## src/imo_pkg.sv

```systemverilog
// Package of the interval overlap core: widths, event codes, state type, key helper.
// Depends on nothing; used by every module of the core.
package imo_pkg;

    localparam int IMO_MAX_INTERVALS = 256;
    localparam int COORD_W = 32;
    localparam int KEY_W = COORD_W + 1;
    localparam int OUT_W = 9;

    localparam logic KIND_START = 1'b0;
    localparam logic KIND_END = 1'b1;
    localparam logic [COORD_W-1:0] COORD_BIAS = {1'b1, {(COORD_W-1){1'b0}}};

    typedef enum logic [2:0] {
        ST_IDLE,
        ST_LOAD_END,
        ST_SORT_INIT,
        ST_MERGE_RD,
        ST_MERGE_WR,
        ST_SWEEP_RD,
        ST_SWEEP_ACC,
        ST_EMIT
    } imo_state_t;

    // Event key: biased coordinate so unsigned order equals signed order, kind last.
    function automatic logic [KEY_W-1:0] make_key(input logic [COORD_W-1:0] coord,
                                                  input logic kind);
        make_key = {coord ^ COORD_BIAS, kind};
    endfunction

endpackage

```

## src/imo_engine.sv

```systemverilog
// Load, merge-sort and sweep sequencer of the interval overlap core.
// Depends on imo_pkg; drives two imo_ram instances placed by the top level.
module imo_engine
    import imo_pkg::*;
#(
    parameter int MAX_INTERVALS = IMO_MAX_INTERVALS,
    parameter int EW = $clog2(2 * MAX_INTERVALS)
) (
    input  logic                      clk,
    input  logic                      rst_n,
    // Interval transfers.
    input  logic                      in_valid,
    output logic                      in_ready,
    input  logic signed [COORD_W-1:0] start_coord,
    input  logic signed [COORD_W-1:0] end_coord,
    input  logic                      last,
    // Result hand-off to the output register.
    input  logic                      res_free,
    output logic                      res_load,
    output logic [OUT_W-1:0]          res_value,
    // Memory ports; memory 0 and memory 1 share addresses and write data.
    output logic                      we0,
    output logic                      we1,
    output logic [EW-1:0]             waddr,
    output logic [KEY_W-1:0]          wdata,
    output logic [EW-1:0]             raddr_a,
    output logic [EW-1:0]             raddr_b,
    input  logic [KEY_W-1:0]          rdata0_a,
    input  logic [KEY_W-1:0]          rdata0_b,
    input  logic [KEY_W-1:0]          rdata1_a,
    input  logic [KEY_W-1:0]          rdata1_b
);

    localparam int ICW = $clog2(MAX_INTERVALS + 1);
    localparam int EVW = EW + 1;
    localparam int AW = EW + 2;
    localparam int RW = ICW + 1;

    imo_state_t state_reg, state_next;
    logic [ICW-1:0]   cnt_reg, cnt_next;
    logic [EVW-1:0]   ev_reg, ev_next;
    logic [AW-1:0]    width_reg, width_next;
    logic [AW-1:0]    base_reg, base_next;
    logic [AW-1:0]    li_reg, li_next;
    logic [AW-1:0]    ri_reg, ri_next;
    logic [AW-1:0]    oi_reg, oi_next;
    logic             sel_reg, sel_next;
    logic             lastp_reg, lastp_next;
    logic [KEY_W-1:0] ekey_reg, ekey_next;
    logic signed [RW-1:0] run_reg, run_next;
    logic [ICW-1:0]   best_reg, best_next;

    logic             accept;
    logic             full;
    logic [AW-1:0]    ev_ext;
    logic [AW-1:0]    lend;
    logic [AW-1:0]    rend;
    logic [AW-1:0]    pair_end;
    logic             l_ok;
    logic             r_ok;
    logic [KEY_W-1:0] src_a;
    logic [KEY_W-1:0] src_b;
    logic             take_left;
    logic signed [RW-1:0] run_upd;

    assign accept = in_valid && in_ready;
    assign full = (cnt_reg == ICW'(MAX_INTERVALS));
    assign ev_ext = AW'(ev_reg);

    // Bounds of the two runs of the current merge pair, clipped to the event count.
    always_comb
    begin
        lend = ((base_reg + width_reg) < ev_ext) ? (base_reg + width_reg) : ev_ext;
        pair_end = base_reg + (width_reg << 1);
        rend = (pair_end < ev_ext) ? pair_end : ev_ext;
        l_ok = (li_reg < lend);
        r_ok = (ri_reg < rend);
        src_a = sel_reg ? rdata1_a : rdata0_a;
        src_b = sel_reg ? rdata1_b : rdata0_b;
        take_left = l_ok && (!r_ok || (src_a <= src_b));
        run_upd = (src_a[0] == KIND_END) ? (run_reg - RW'(1)) : (run_reg + RW'(1));
    end

    // Next state.
    always_comb
    begin
        state_next = state_reg;
        case (state_reg)
            ST_IDLE:
            begin
                if (accept)
                begin
                    if (!full)
                    begin
                        state_next = ST_LOAD_END;
                    end
                    else if (last)
                    begin
                        state_next = ST_SORT_INIT;
                    end
                end
            end
            ST_LOAD_END:  state_next = lastp_reg ? ST_SORT_INIT : ST_IDLE;
            ST_SORT_INIT: state_next = ST_MERGE_RD;
            ST_MERGE_RD:
            begin
                if (!l_ok && !r_ok && (pair_end >= ev_ext) && ((width_reg << 1) >= ev_ext))
                begin
                    state_next = ST_SWEEP_RD;
                end
                else if (l_ok || r_ok)
                begin
                    state_next = ST_MERGE_WR;
                end
            end
            ST_MERGE_WR:  state_next = ST_MERGE_RD;
            ST_SWEEP_RD:  state_next = (oi_reg >= ev_ext) ? ST_EMIT : ST_SWEEP_ACC;
            ST_SWEEP_ACC: state_next = ST_SWEEP_RD;
            ST_EMIT:      state_next = res_free ? ST_IDLE : ST_EMIT;
            default:      state_next = ST_IDLE;
        endcase
    end

    // Outputs toward the memories, the input channel and the result register.
    always_comb
    begin
        in_ready = (state_reg == ST_IDLE);
        res_load = (state_reg == ST_EMIT) && res_free;
        res_value = OUT_W'(best_reg);
        we0 = 1'b0;
        we1 = 1'b0;
        waddr = '0;
        wdata = '0;
        raddr_a = li_reg[EW-1:0];
        raddr_b = ri_reg[EW-1:0];
        case (state_reg)
            ST_IDLE:
            begin
                we0 = accept && !full;
                waddr = EW'({cnt_reg, 1'b0});
                wdata = make_key(start_coord, KIND_START);
            end
            ST_LOAD_END:
            begin
                we0 = 1'b1;
                waddr = EW'({cnt_reg, 1'b1});
                wdata = ekey_reg;
            end
            ST_MERGE_WR:
            begin
                we0 = sel_reg;
                we1 = !sel_reg;
                waddr = oi_reg[EW-1:0];
                wdata = take_left ? src_a : src_b;
            end
            ST_SWEEP_RD:
            begin
                raddr_a = oi_reg[EW-1:0];
            end
            default:
            begin
            end
        endcase
    end

    // Datapath next values.
    always_comb
    begin
        cnt_next = cnt_reg;
        ev_next = ev_reg;
        width_next = width_reg;
        base_next = base_reg;
        li_next = li_reg;
        ri_next = ri_reg;
        oi_next = oi_reg;
        sel_next = sel_reg;
        lastp_next = lastp_reg;
        ekey_next = ekey_reg;
        run_next = run_reg;
        best_next = best_reg;
        case (state_reg)
            ST_IDLE:
            begin
                lastp_next = last;
                ekey_next = make_key(end_coord, KIND_END);
            end
            ST_LOAD_END:
            begin
                cnt_next = cnt_reg + ICW'(1);
            end
            ST_SORT_INIT:
            begin
                ev_next = EVW'({cnt_reg, 1'b0});
                width_next = AW'(1);
                base_next = '0;
                li_next = '0;
                ri_next = AW'(1);
                oi_next = '0;
                sel_next = 1'b0;
                run_next = '0;
                best_next = '0;
            end
            ST_MERGE_RD:
            begin
                // Pair exhausted: step to the next pair, or to the next pass.
                if (!l_ok && !r_ok)
                begin
                    if (pair_end >= ev_ext)
                    begin
                        width_next = width_reg << 1;
                        base_next = '0;
                        li_next = '0;
                        ri_next = width_reg << 1;
                        oi_next = '0;
                        sel_next = !sel_reg;
                    end
                    else
                    begin
                        base_next = pair_end;
                        li_next = pair_end;
                        ri_next = pair_end + width_reg;
                    end
                end
            end
            ST_MERGE_WR:
            begin
                oi_next = oi_reg + AW'(1);
                if (take_left)
                begin
                    li_next = li_reg + AW'(1);
                end
                else
                begin
                    ri_next = ri_reg + AW'(1);
                end
            end
            ST_SWEEP_ACC:
            begin
                oi_next = oi_reg + AW'(1);
                run_next = run_upd;
                if (run_upd > $signed({1'b0, best_reg}))
                begin
                    best_next = run_upd[ICW-1:0];
                end
            end
            ST_EMIT:
            begin
                if (res_free)
                begin
                    cnt_next = '0;
                end
            end
            default:
            begin
            end
        endcase
    end

    // Control registers.
    always_ff @(posedge clk or negedge rst_n)
    begin
        if (!rst_n)
        begin
            state_reg <= ST_IDLE;
            cnt_reg <= '0;
        end
        else
        begin
            state_reg <= state_next;
            cnt_reg <= cnt_next;
        end
    end

    // Working registers, set up before use.
    always_ff @(posedge clk)
    begin
        ev_reg <= ev_next;
        width_reg <= width_next;
        base_reg <= base_next;
        li_reg <= li_next;
        ri_reg <= ri_next;
        oi_reg <= oi_next;
        sel_reg <= sel_next;
        lastp_reg <= lastp_next;
        ekey_reg <= ekey_next;
        run_reg <= run_next;
        best_reg <= best_next;
    end

endmodule

```

## config.mk

```make
export PLATFORM = sky130hd
export DESIGN_NAME = imo_engine
export DESIGN_NICKNAME = d
export VERILOG_FILES = /design/src/imo_pkg.sv /design/src/imo_engine.sv
export SDC_FILE = /design/constraint.sdc
export NUM_CORES = 1
export LEC_CHECK = 0
export BUFFER_PORTS_ARGS = -buffer_cell sky130_fd_sc_hd__buf_2
export CORE_UTILIZATION = 55
export CTS_BUF_LIST = sky130_fd_sc_hd__clkbuf_4 sky130_fd_sc_hd__clkbuf_8 sky130_fd_sc_hd__clkbuf_16
export DETAILED_ROUTE_END_ITERATION = 8
export PLACE_DENSITY = 0.93
export SYNTH_ARGS = -nofsm -noshare
export SYNTH_HDL_FRONTEND = slang
export SYNTH_SLANG_ARGS = --single-unit
```

## constraint.sdc

```tcl
create_clock -name clk -period 7.81 [get_ports clk]
set_clock_uncertainty 0.2 [all_clocks]
set_input_delay 0.3905 -clock clk [delete_from_list [all_inputs] [get_ports clk]]
set_output_delay 0.3905 -clock clk [all_outputs]
set_load 0.01 [all_outputs]
```

**After elaboration in Yosys (flattened, before gate mapping)**

Cells that the tools add are included.

- Register bits: 129
- Input port bits: 201
- Output and inout port bits: 73
- Word-level logic and storage cells: 122

- Add/sub/neg operators: 9
- Order comparisons: 9
- Equal/unequal tests: 17
- Muxes and demuxes: 43
- Bitwise operators: 2
- Reductions and logical operators: 29

Operators by type and width:

| cell | number |
|---|---|
| $mux 11 | 12 |
| $mux 33 | 3 |
| $pmux 11 s3 | 3 |
| $pmux 33 s3 | 1 |
| $pmux 11 s2 | 2 |
| $pmux 9 s2 | 2 |
| $add 11x1->11 const B | 3 |
| $add 11x11->11 | 3 |
| $ge 11x10->1 | 3 |
| $le 33x33->1 | 1 |
| $mux 9 | 3 |
| $pmux 9 s3 | 1 |
| $lt 11x10->1 | 2 |
| $lt 11x11->1 | 2 |
| $pmux 3 s7 | 1 |
| $pmux 10 s2 | 1 |
| $mux 3 | 6 |
| $reduce_and 3->1 | 5 |
| $eq 3x3->1 const B | 4 |
| $ne 2x2->1 const B | 6 |
| $add 10x2->10 const B | 1 |
| $gt 10x10->1 | 1 |
| $mux 10 | 1 |
| $sub 10x2->10 const B | 1 |
| other kinds (19) | 41 |

**Longest topological paths before layout**

Gate-level depths: netlist of the first run.

- Depth after elaboration: 10
- Mapped depth: 27
- Depth with buffers taken out: 26

**Worst setup path after synthesis of the first run**

OpenSTA, ideal clock, no wires.

- Path type: reg2reg
- Start: reg width_reg[1]
- End: reg ri_reg[0], enable pin
- Arrival time: 6024 ps
- Path slack: 1190 ps
- Cell stages (with the launch flop): 24
- Buffers on the path: 0
- Period minus slack after synthesis: 6620 ps
- Cells stage by stage: edfxtp_1 -> ha_1 -> a21o_1 -> a21oi_1 -> nor2b_1 -> o21a_1 -> o41ai_1 -> mux2i_1 -> nand2_1 -> ha_1 -> and3_1 -> a221o_1 -> a31oi_1 -> nand2_1 -> mux2i_1 -> ha_1 -> a211oi_1 -> o21ai_0 -> a21oi_1 -> o21ai_0 -> nor4b_2 -> o2bb2ai_2 -> or3_4 -> a21boi_0

- Cells in the longest elaborated chain, start to end: 9
- Elaborated cells between the ends (all ways): 16

RTL lines:

| item | RTL line | text |
|---|---|---|
| from (decl) | imo_engine.sv:42 | `logic [AW-1:0] width_reg, width_next;` |
| from (signal assigned) | imo_engine.sv:278 | `width_reg <= width_next;` |
| $add 11x11->11 | imo_engine.sv:74 | `pair_end = base_reg + (width_reg << 1);` |
| $lt 11x10->1 | imo_engine.sv:75 | `rend = (pair_end < ev_ext) ? pair_end : ev_ext;` |
| $mux 11 | imo_engine.sv:75 |  |
| $lt 11x11->1 | imo_engine.sv:77 | `r_ok = (ri_reg < rend);` |
| $logic_not 1->1 | imo_engine.sv:80, imo_engine.sv:206 |  |
| $logic_or 1x1->1 | imo_engine.sv:80 | `take_left = l_ok && (!r_ok \|\| (src_a <= src_b));` |
| $logic_and 1x1->1 | imo_engine.sv:80 |  |
| $ne 2x2->1 (no source line) | - |  |
| $reduce_and 3->1 (no source line) (*) | - |  |
| to (signal assigned) | imo_engine.sv:281 | `ri_reg <= ri_next;` |
| to (decl) | imo_engine.sv:45 | `logic [AW-1:0] ri_reg, ri_next;` |

Every way passes the cells marked *; elsewhere a longest branch is shown, timed or not.
A chain may end at the register's enable or synchronous reset.

**Final worst setup path of the first run**

- Start: reg width_reg[0]
- End: out wdata[17]

- Cells in the longest elaborated chain, start to end: 9
- Elaborated cells between the ends (all ways): 13

RTL lines:

| item | RTL line | text |
|---|---|---|
| $add 11x11->11 | imo_engine.sv:74 |  |
| $lt 11x10->1 | imo_engine.sv:75 |  |
| $mux 11 | imo_engine.sv:75 |  |
| $lt 11x11->1 | imo_engine.sv:77 |  |
| $logic_not 1->1 | imo_engine.sv:80 |  |
| $logic_or 1x1->1 | imo_engine.sv:80 |  |
| $logic_and 1x1->1 (*) | imo_engine.sv:80 |  |
| $mux 33 (*) | imo_engine.sv:154 | `wdata = take_left ? src_a : src_b;` |
| $pmux 33 s3 (*) | imo_engine.sv:136 | `case (state_reg)` |
| to (decl) | imo_engine.sv:25 | `output logic [KEY_W-1:0] wdata,` |

Marked as above.

==> results of run 1 <==
synth_stat cells (all sizes together), types with 5 or more instances:
library cell and count:
nor2 66, nand3 48, a21o 18, nand2b 5, a31oi 5, nand4 21
and3 19, a21boi 6, o221ai 35, a22o 7, buf 23, inv 44
nor2b 8, ha 138, o21ai 39, clkbuf 30, mux2 61, edfxtp 117
o21bai 10, and2 10, xnor2 34, o2111ai 11, a211oi 9, nor4 7
o211ai 7, or3 9, o21a 7, mux2i 70, xor2 28, nor3 11
a21oi 59, nand2 76, o22ai 15, dfrtp 12
critical path: cells and delay by family, from the launching register on:
kind	cells	cell delay, ps
DFF	1	460
buffers and inverters	2	560
muxes	1	180
AOI/OAI and AO/OA	13	2660
xor gates and xnor gates	1	200
adders and majority gates	4	1370
and+or+nand+nor	4	980
worst max-delay path by stage:
stage / endpoint / slack (ps) / depth (start not counted)
floorplan: ri_reg[0]$_DFFE_PP_ / 1190 / 23
global placement: wdata[17] / 890 / 25
detailed placement: ri_reg[0]$_DFFE_PP_ / 700 / 21
CTS: wdata[17] / 200 / 25
global route: wdata[20] / 50 / 25
finish: wdata[17] / 360 / 25
repair_timing:
item,in CTS,in global routing
setup endpoints to repair,0,33
resized for setup,0,2
endpoints found under the hold margin,45,0
hold buffers,34,0
per-layer routing:
layer	part of all wire [%]	track usage, %	vias to the layer above
met5	0	0	-
met4	4.9	18.6	0
met3	10	8.62	175
met2	47	62.8	750
met1	38	47.5	5217
li1	-	-	4824
cell usage in the layout (no fill, tap or decap), types with 5 or more instances in the layout:
cell,count
a22o_1,7
nand2_1,74
o21a_1,7
o21bai_1,10
a211oi_1,8
nand3_1,48
o211ai_1,7
or3_1,8
dlygate4sd3_1,34
o221ai_1,35
nand4_1,21
nor2b_1,8
mux2i_1,70
nor3_1,11
clkbuf_16,17
nor4_1,7
nor2_1,61
ha_1,138
xor2_1,28
mux2_2,61
a21boi_0,5
clkinvlp_4,6
and2_1,10
a21o_1,18
o2111ai_1,11
o22ai_1,15
edfxtp_1,117
a21oi_1,58
buf_2,273
buf_4,13
nand2b_1,5
and3_1,19
dfrtp_1,11
inv_1,44
o21ai_0,37
xnor2_1,33
power by group through the flow:
| stage | clock network, uW | registers, uW | logic [uW] |
|---|---|---|---|
| finish | 758 | 749 | 189 |
| global route | 781 | 749 | 202 |
| CTS | 751 | 750 | 180 |
| detailed placement | 0 | 764 | 165 |
| global placement | 0 | 764 | 158 |
| floorplan | 0 | 764 | 82.8 |
through the flow:
stage	utilization (%)	cell area (sq um)	power (uW)	std cells
final	69.7	13700	1700	1679
after CTS	69.6	13700	1680	1675
after floorplan	-	11200	847	1110
after detailed placement	65.1	12800	928	1610
after global placement	65.1	12800	922	1610
after global routing	69.6	13700	1730	1678
layout make-up:
type	instances	area [sq um]	area share, %
clock buffer	18	433	3.15
clock inverter	13	115	0.838
inverter	45	169	1.23
multi-input combinational	883	7020	51.1
sequential	129	3810	27.8
antenna	4	10.0	0.0729
timing repair buffer	322	1840	13.4
tap	265	332	2.41
cell families after synthesis:
kind of cell,after synthesis,share of synthesized area [%]
and+or+nand+nor,294,13.0
AOI/OAI and AO/OA,251,15.8
adders and majority gates,142,16.1
muxes,131,12.4
DFF,129,34.0
buffers and inverters,98,3.73
xor gates and xnor gates,62,4.91
other,2,0.0670
==> flow_summary.toml, run 1 <==
[finish]
drive_gt1_share_pct = 28.7
area_delta_synth_final_pct = 22.6
largest_register_ffs = 32
nFillCells = 1402
fin_nets = 1741

[power_and_ir_drop]
p_int_uw = 1280
power.leakage_uw = 0.00591
p_sw_share_pct = 24.5
p_sw_uw = 416
powerDensity_mw_per_mm2 = 123
p_clk_share_pct = 44.7
irDropWorstVdd_uv = 170
pwr-share-comb_pct = 11.2
share_seq_of_total_power_pct = 44.2

[sta]
hold_viol = 0
totalNegativeSetupSlack_ps = 0
fmaxAchievable_mhz = 134
period_minus_slack_ps = 7450
worstMarginPinSlew_ps = 1140
final_max_slew_viol_count = 0
slew_headroom_pct = 23.7
rsz0062_at_grt = "false"
setup_slack_ps = 356
finalSetupViolations = 0
post-route-period-util_pct = 95.4
holdWs_ps = 15.4

[logic_synthesis]
async_flop_share_pct = 9.30
synth.avg_cell_area_sq_um = 10.1
synthFlopType = "edfxtp_1"
synth_top_area_share_pct = 31.4
synth_area_sq_mm = 0.0112
synth_area_leader_cell = "edfxtp_1"
syn_inst = 1109
synth_area_leaders = "edfxtp_1, ha_1, mux2i_1"
synth_warnings = 0
yosysSeqAreaShare_pct = 34.0
synth_edf_count = 117
ys_types = 72
synth_seq_cells = 129

[die]
die_h_microns = 145
start_util_pct = 56.8
core_area_sq_mm = 0.0197
pin_count = 274
dieArea_sq_mm = 0.0209
die_w_microns = 145
rows = 51

[setup_path]
crit_fanout = 21
r2r-start = "width_reg[0]$_SDFFCE_PN1P_"
reg2reg_depth = 25
startpoint_type = "flip-flop"
critPathLaunch = "width_reg[0]$_SDFFCE_PN1P_"
regToRegSetupSlack_ps = 880
crit_top_cell = "ha_1"
end_kind = "primary output"
path_class = "reg -> out"
worstReg2RegEnd = "li_reg[10]$_DFFE_PP_"
slowest_stage = "edfxtp_1"
cp.required_ps = 7220
max_stage_delay_ps = 460
worstPathArrival_ps = 6860

[routing]
antenna_left = 0
drc_errors = 0
post_drt_wl_per_cell_microns = 23.2
dr.pass1.iters = 6
drt_iter0_markers = 1178
vias = 11000
wl_microns = 39000
viasPerCell = 6.53

[place]
dp_hpwl_microns = 29000
pre_cts_ws_ps = 701
gp_congestion = 1.03
io_buffers = 273

[job]
cap_violations = 0

[clocking]
root_buffer = "clkbuf_16"
clock_latency_ps = 430
cts_sinks = 129
clk_pin_slew_ps = 60
cts_tree = "done"
htree_levels = 4
cts_buffers = 17
post_cts_buffers = 0
cts_buffer_depth = 2

[global_route]
grt_first_pass_wirelength_microns = 59700
grt_overflow_total = 0
antenna_found_initial = 3
grt_start_max_net_pins = 51
grt_pass1_vias = 11000
grt_use_total_pct = 38.2

[worst_hold_path]
min_path_type = "in -> reg"
min_from = "in_valid"
holdPathStages = 3
min_to = "state_reg[0]$_DFFE_PN0P_"

[status]
status = "finished clean"
Note: power is estimated with default switching activity, not from simulation.
==> run 2, diff against run 1 <==
==> constraint.sdc (replaced) <==
create_clock -name clk -period 9.61 [get_ports clk]
set_clock_uncertainty 0.2 [all_clocks]
set_input_delay 0.4805 -clock clk [delete_from_list [all_inputs] [get_ports clk]]
set_output_delay 0.4805 -clock clk [all_outputs]
set_load 0.01 [all_outputs]
==> flow_summary.toml, run 2 (same netlist as run 1, synthesis figures left out) <==
[status]
status = "finished clean"

[clocking]
root_buffer = "clkbuf_16"
post_cts_buffers = 0
clock_latency_ps = 430
cts_sinks = 129
cts_buffer_depth = 2
htree_levels = 4
cts_tree = "done"
cts_resized = 0
hold_buffers = 1
cts_buffers = 17
clk_pin_slew_ps = 70

[finish]
layout_common_cells = "buf_2, ha_1, edfxtp_1, nand2_1, mux2i_1"
area_delta_synth_final_pct = 19.4
drive_gt1_share_pct = 29.0
fin_nets = 1706
final_common_cell = "buf_2"
fin_util_pct = 67.8
largest_register_ffs = 32
nFillCells = 1423

[place]
dp_hpwl_microns = 28600
io_buffers = 273
gp_congestion = 1.06

[sta]
hold_viol = 0
period_minus_slack_ps = 8530
totalNegativeSetupSlack_ps = 0
fmaxAchievable_mhz = 117
finalSetupViolations = 0
rsz0062_at_grt = "false"
holdWs_ps = 22.7
final_max_slew_viol_count = 0
post-route-period-util_pct = 88.8
slew_headroom_pct = 28.6
worstMarginPinSlew_ps = 1070

[setup_path]
crit_top_cell = "ha_1"
path_cells = "ha_1 -> a21o_1 -> a21oi_1 -> nor2b_1 -> o21a_1 -> o41ai_1 -> mux2i_1 -> nand2_1 -> ha_1 -> and3_1 -> a221o_1 -> a31oi_1 -> nand2_1 -> mux2i_1 -> ha_1 -> a211oi_1 -> o21ai_0 -> a21oi_1 -> o21ai_0 -> nor4b_2 -> o2bb2ai_4 -> a2bb2oi_4 -> o221ai_1 -> buf_2"
crit_fanout = 36
max_stage_delay_ps = 820
cp_top_family = "compound AO/OA/AOI/OAI gates"
path_class = "reg -> out"
worstPathArrival_ps = 7850
slowest_stage = "a2bb2oi_4"
end_kind = "primary output"
startpoint_type = "flip-flop"
cp.required_ps = 8930
crit_buf_inv = 1

[power_and_ir_drop]
p_int_uw = 1040
powerDensity_mw_per_mm2 = 104
p_sw_share_pct = 25.4
pwr-share-comb_pct = 10.0
irDropWorstVdd_uv = 127
power.leakage_uw = 0.00578
p_clk_share_pct = 46.3
share_seq_of_total_power_pct = 43.7
p_sw_uw = 355

[global_route]
grt_pass1_vias = 10300
grt_use_total_pct = 36.3
grt_overflow_total = 0
grt_start_max_net_pins = 51
antenna_found_initial = 1
grt_first_pass_wirelength_microns = 56600

[routing]
wl_microns = 37000
viasPerCell = 6.40
vias = 10500
drc_errors = 0
post_drt_wl_per_cell_microns = 22.5
antenna_left = 0
drt_iter0_markers = 1205
dr.pass1.iters = 6

[worst_hold_path]
min_path_type = "in -> reg"

[job]
cap_violations = 0

[die]
die_h_microns = 145
dieArea_sq_mm = 0.0209
die_w_microns = 145
pin_count = 274
start_util_pct = 56.8
rows = 51
core_area_sq_mm = 0.0197
run 2: per-stage QoR:
stage                     area (sq um)  instances  setup slack (ps)  power [uW]
final                            13400       1643              1080        1390
after global routing             13400       1642               613        1430
after CTS                        13400       1641              1140        1390
after detailed placement         12800       1608              1260         754
after global placement           12800       1608              1550         749
after floorplan                  11200       1110              2990         688
run 2: routing by layer:
layer	vias to the layer above	track usage, %	routed length, microns
met5	-	0	0
met4	0	13.7	1380
met3	109	9.02	3970
met2	698	59.6	17200
met1	4948	46.1	14400
li1	4767	-	-
run 2: path summary, 6_finish.rpt:
kind                       slack [ps]  cells after the start                       start                       end
setup / recovery                 1080                     24  width_reg[1]$_SDFFCE_PN0P_                 wdata[17]
setup reg to reg                 1180                     23  width_reg[1]$_SDFFCE_PN0P_       li_reg[8]$_DFFE_PP_
hold reg to reg                   300                      0      cnt_reg[8]$_DFFE_PN0P_       ev_reg[9]$_DFFE_PP_
max in group asynchronous        8680                      2                       rst_n  state_reg[0]$_DFFE_PN0P_
min in group asynchronous         290                      2                       rst_n    cnt_reg[3]$_DFFE_PN0P_
hold / removal                     20                      1               end_coord[15]    ekey_reg[16]$_DFFE_PP_
run 2: power by group through the flow:
stage	registers, uW	clock network [uW]	logic [uW]
global route	609	666	150
detailed placement	621	0	134
finish	609	646	139
floorplan	621	0	67.3
CTS	609	644	136
global placement	621	0	128
run 2: final cells by class:
cell class              instances  area, sq um  area share [%]
diodes                          2         5.00          0.0374
clock buffers                  17          425            3.18
clock inverters                15          150            1.12
inverters                      45          169            1.26
multi-input cells             883         7010            52.4
flip-flops and latches        129         3810            28.5
well taps                     265          332            2.48
repair buffers                287         1470            11.0
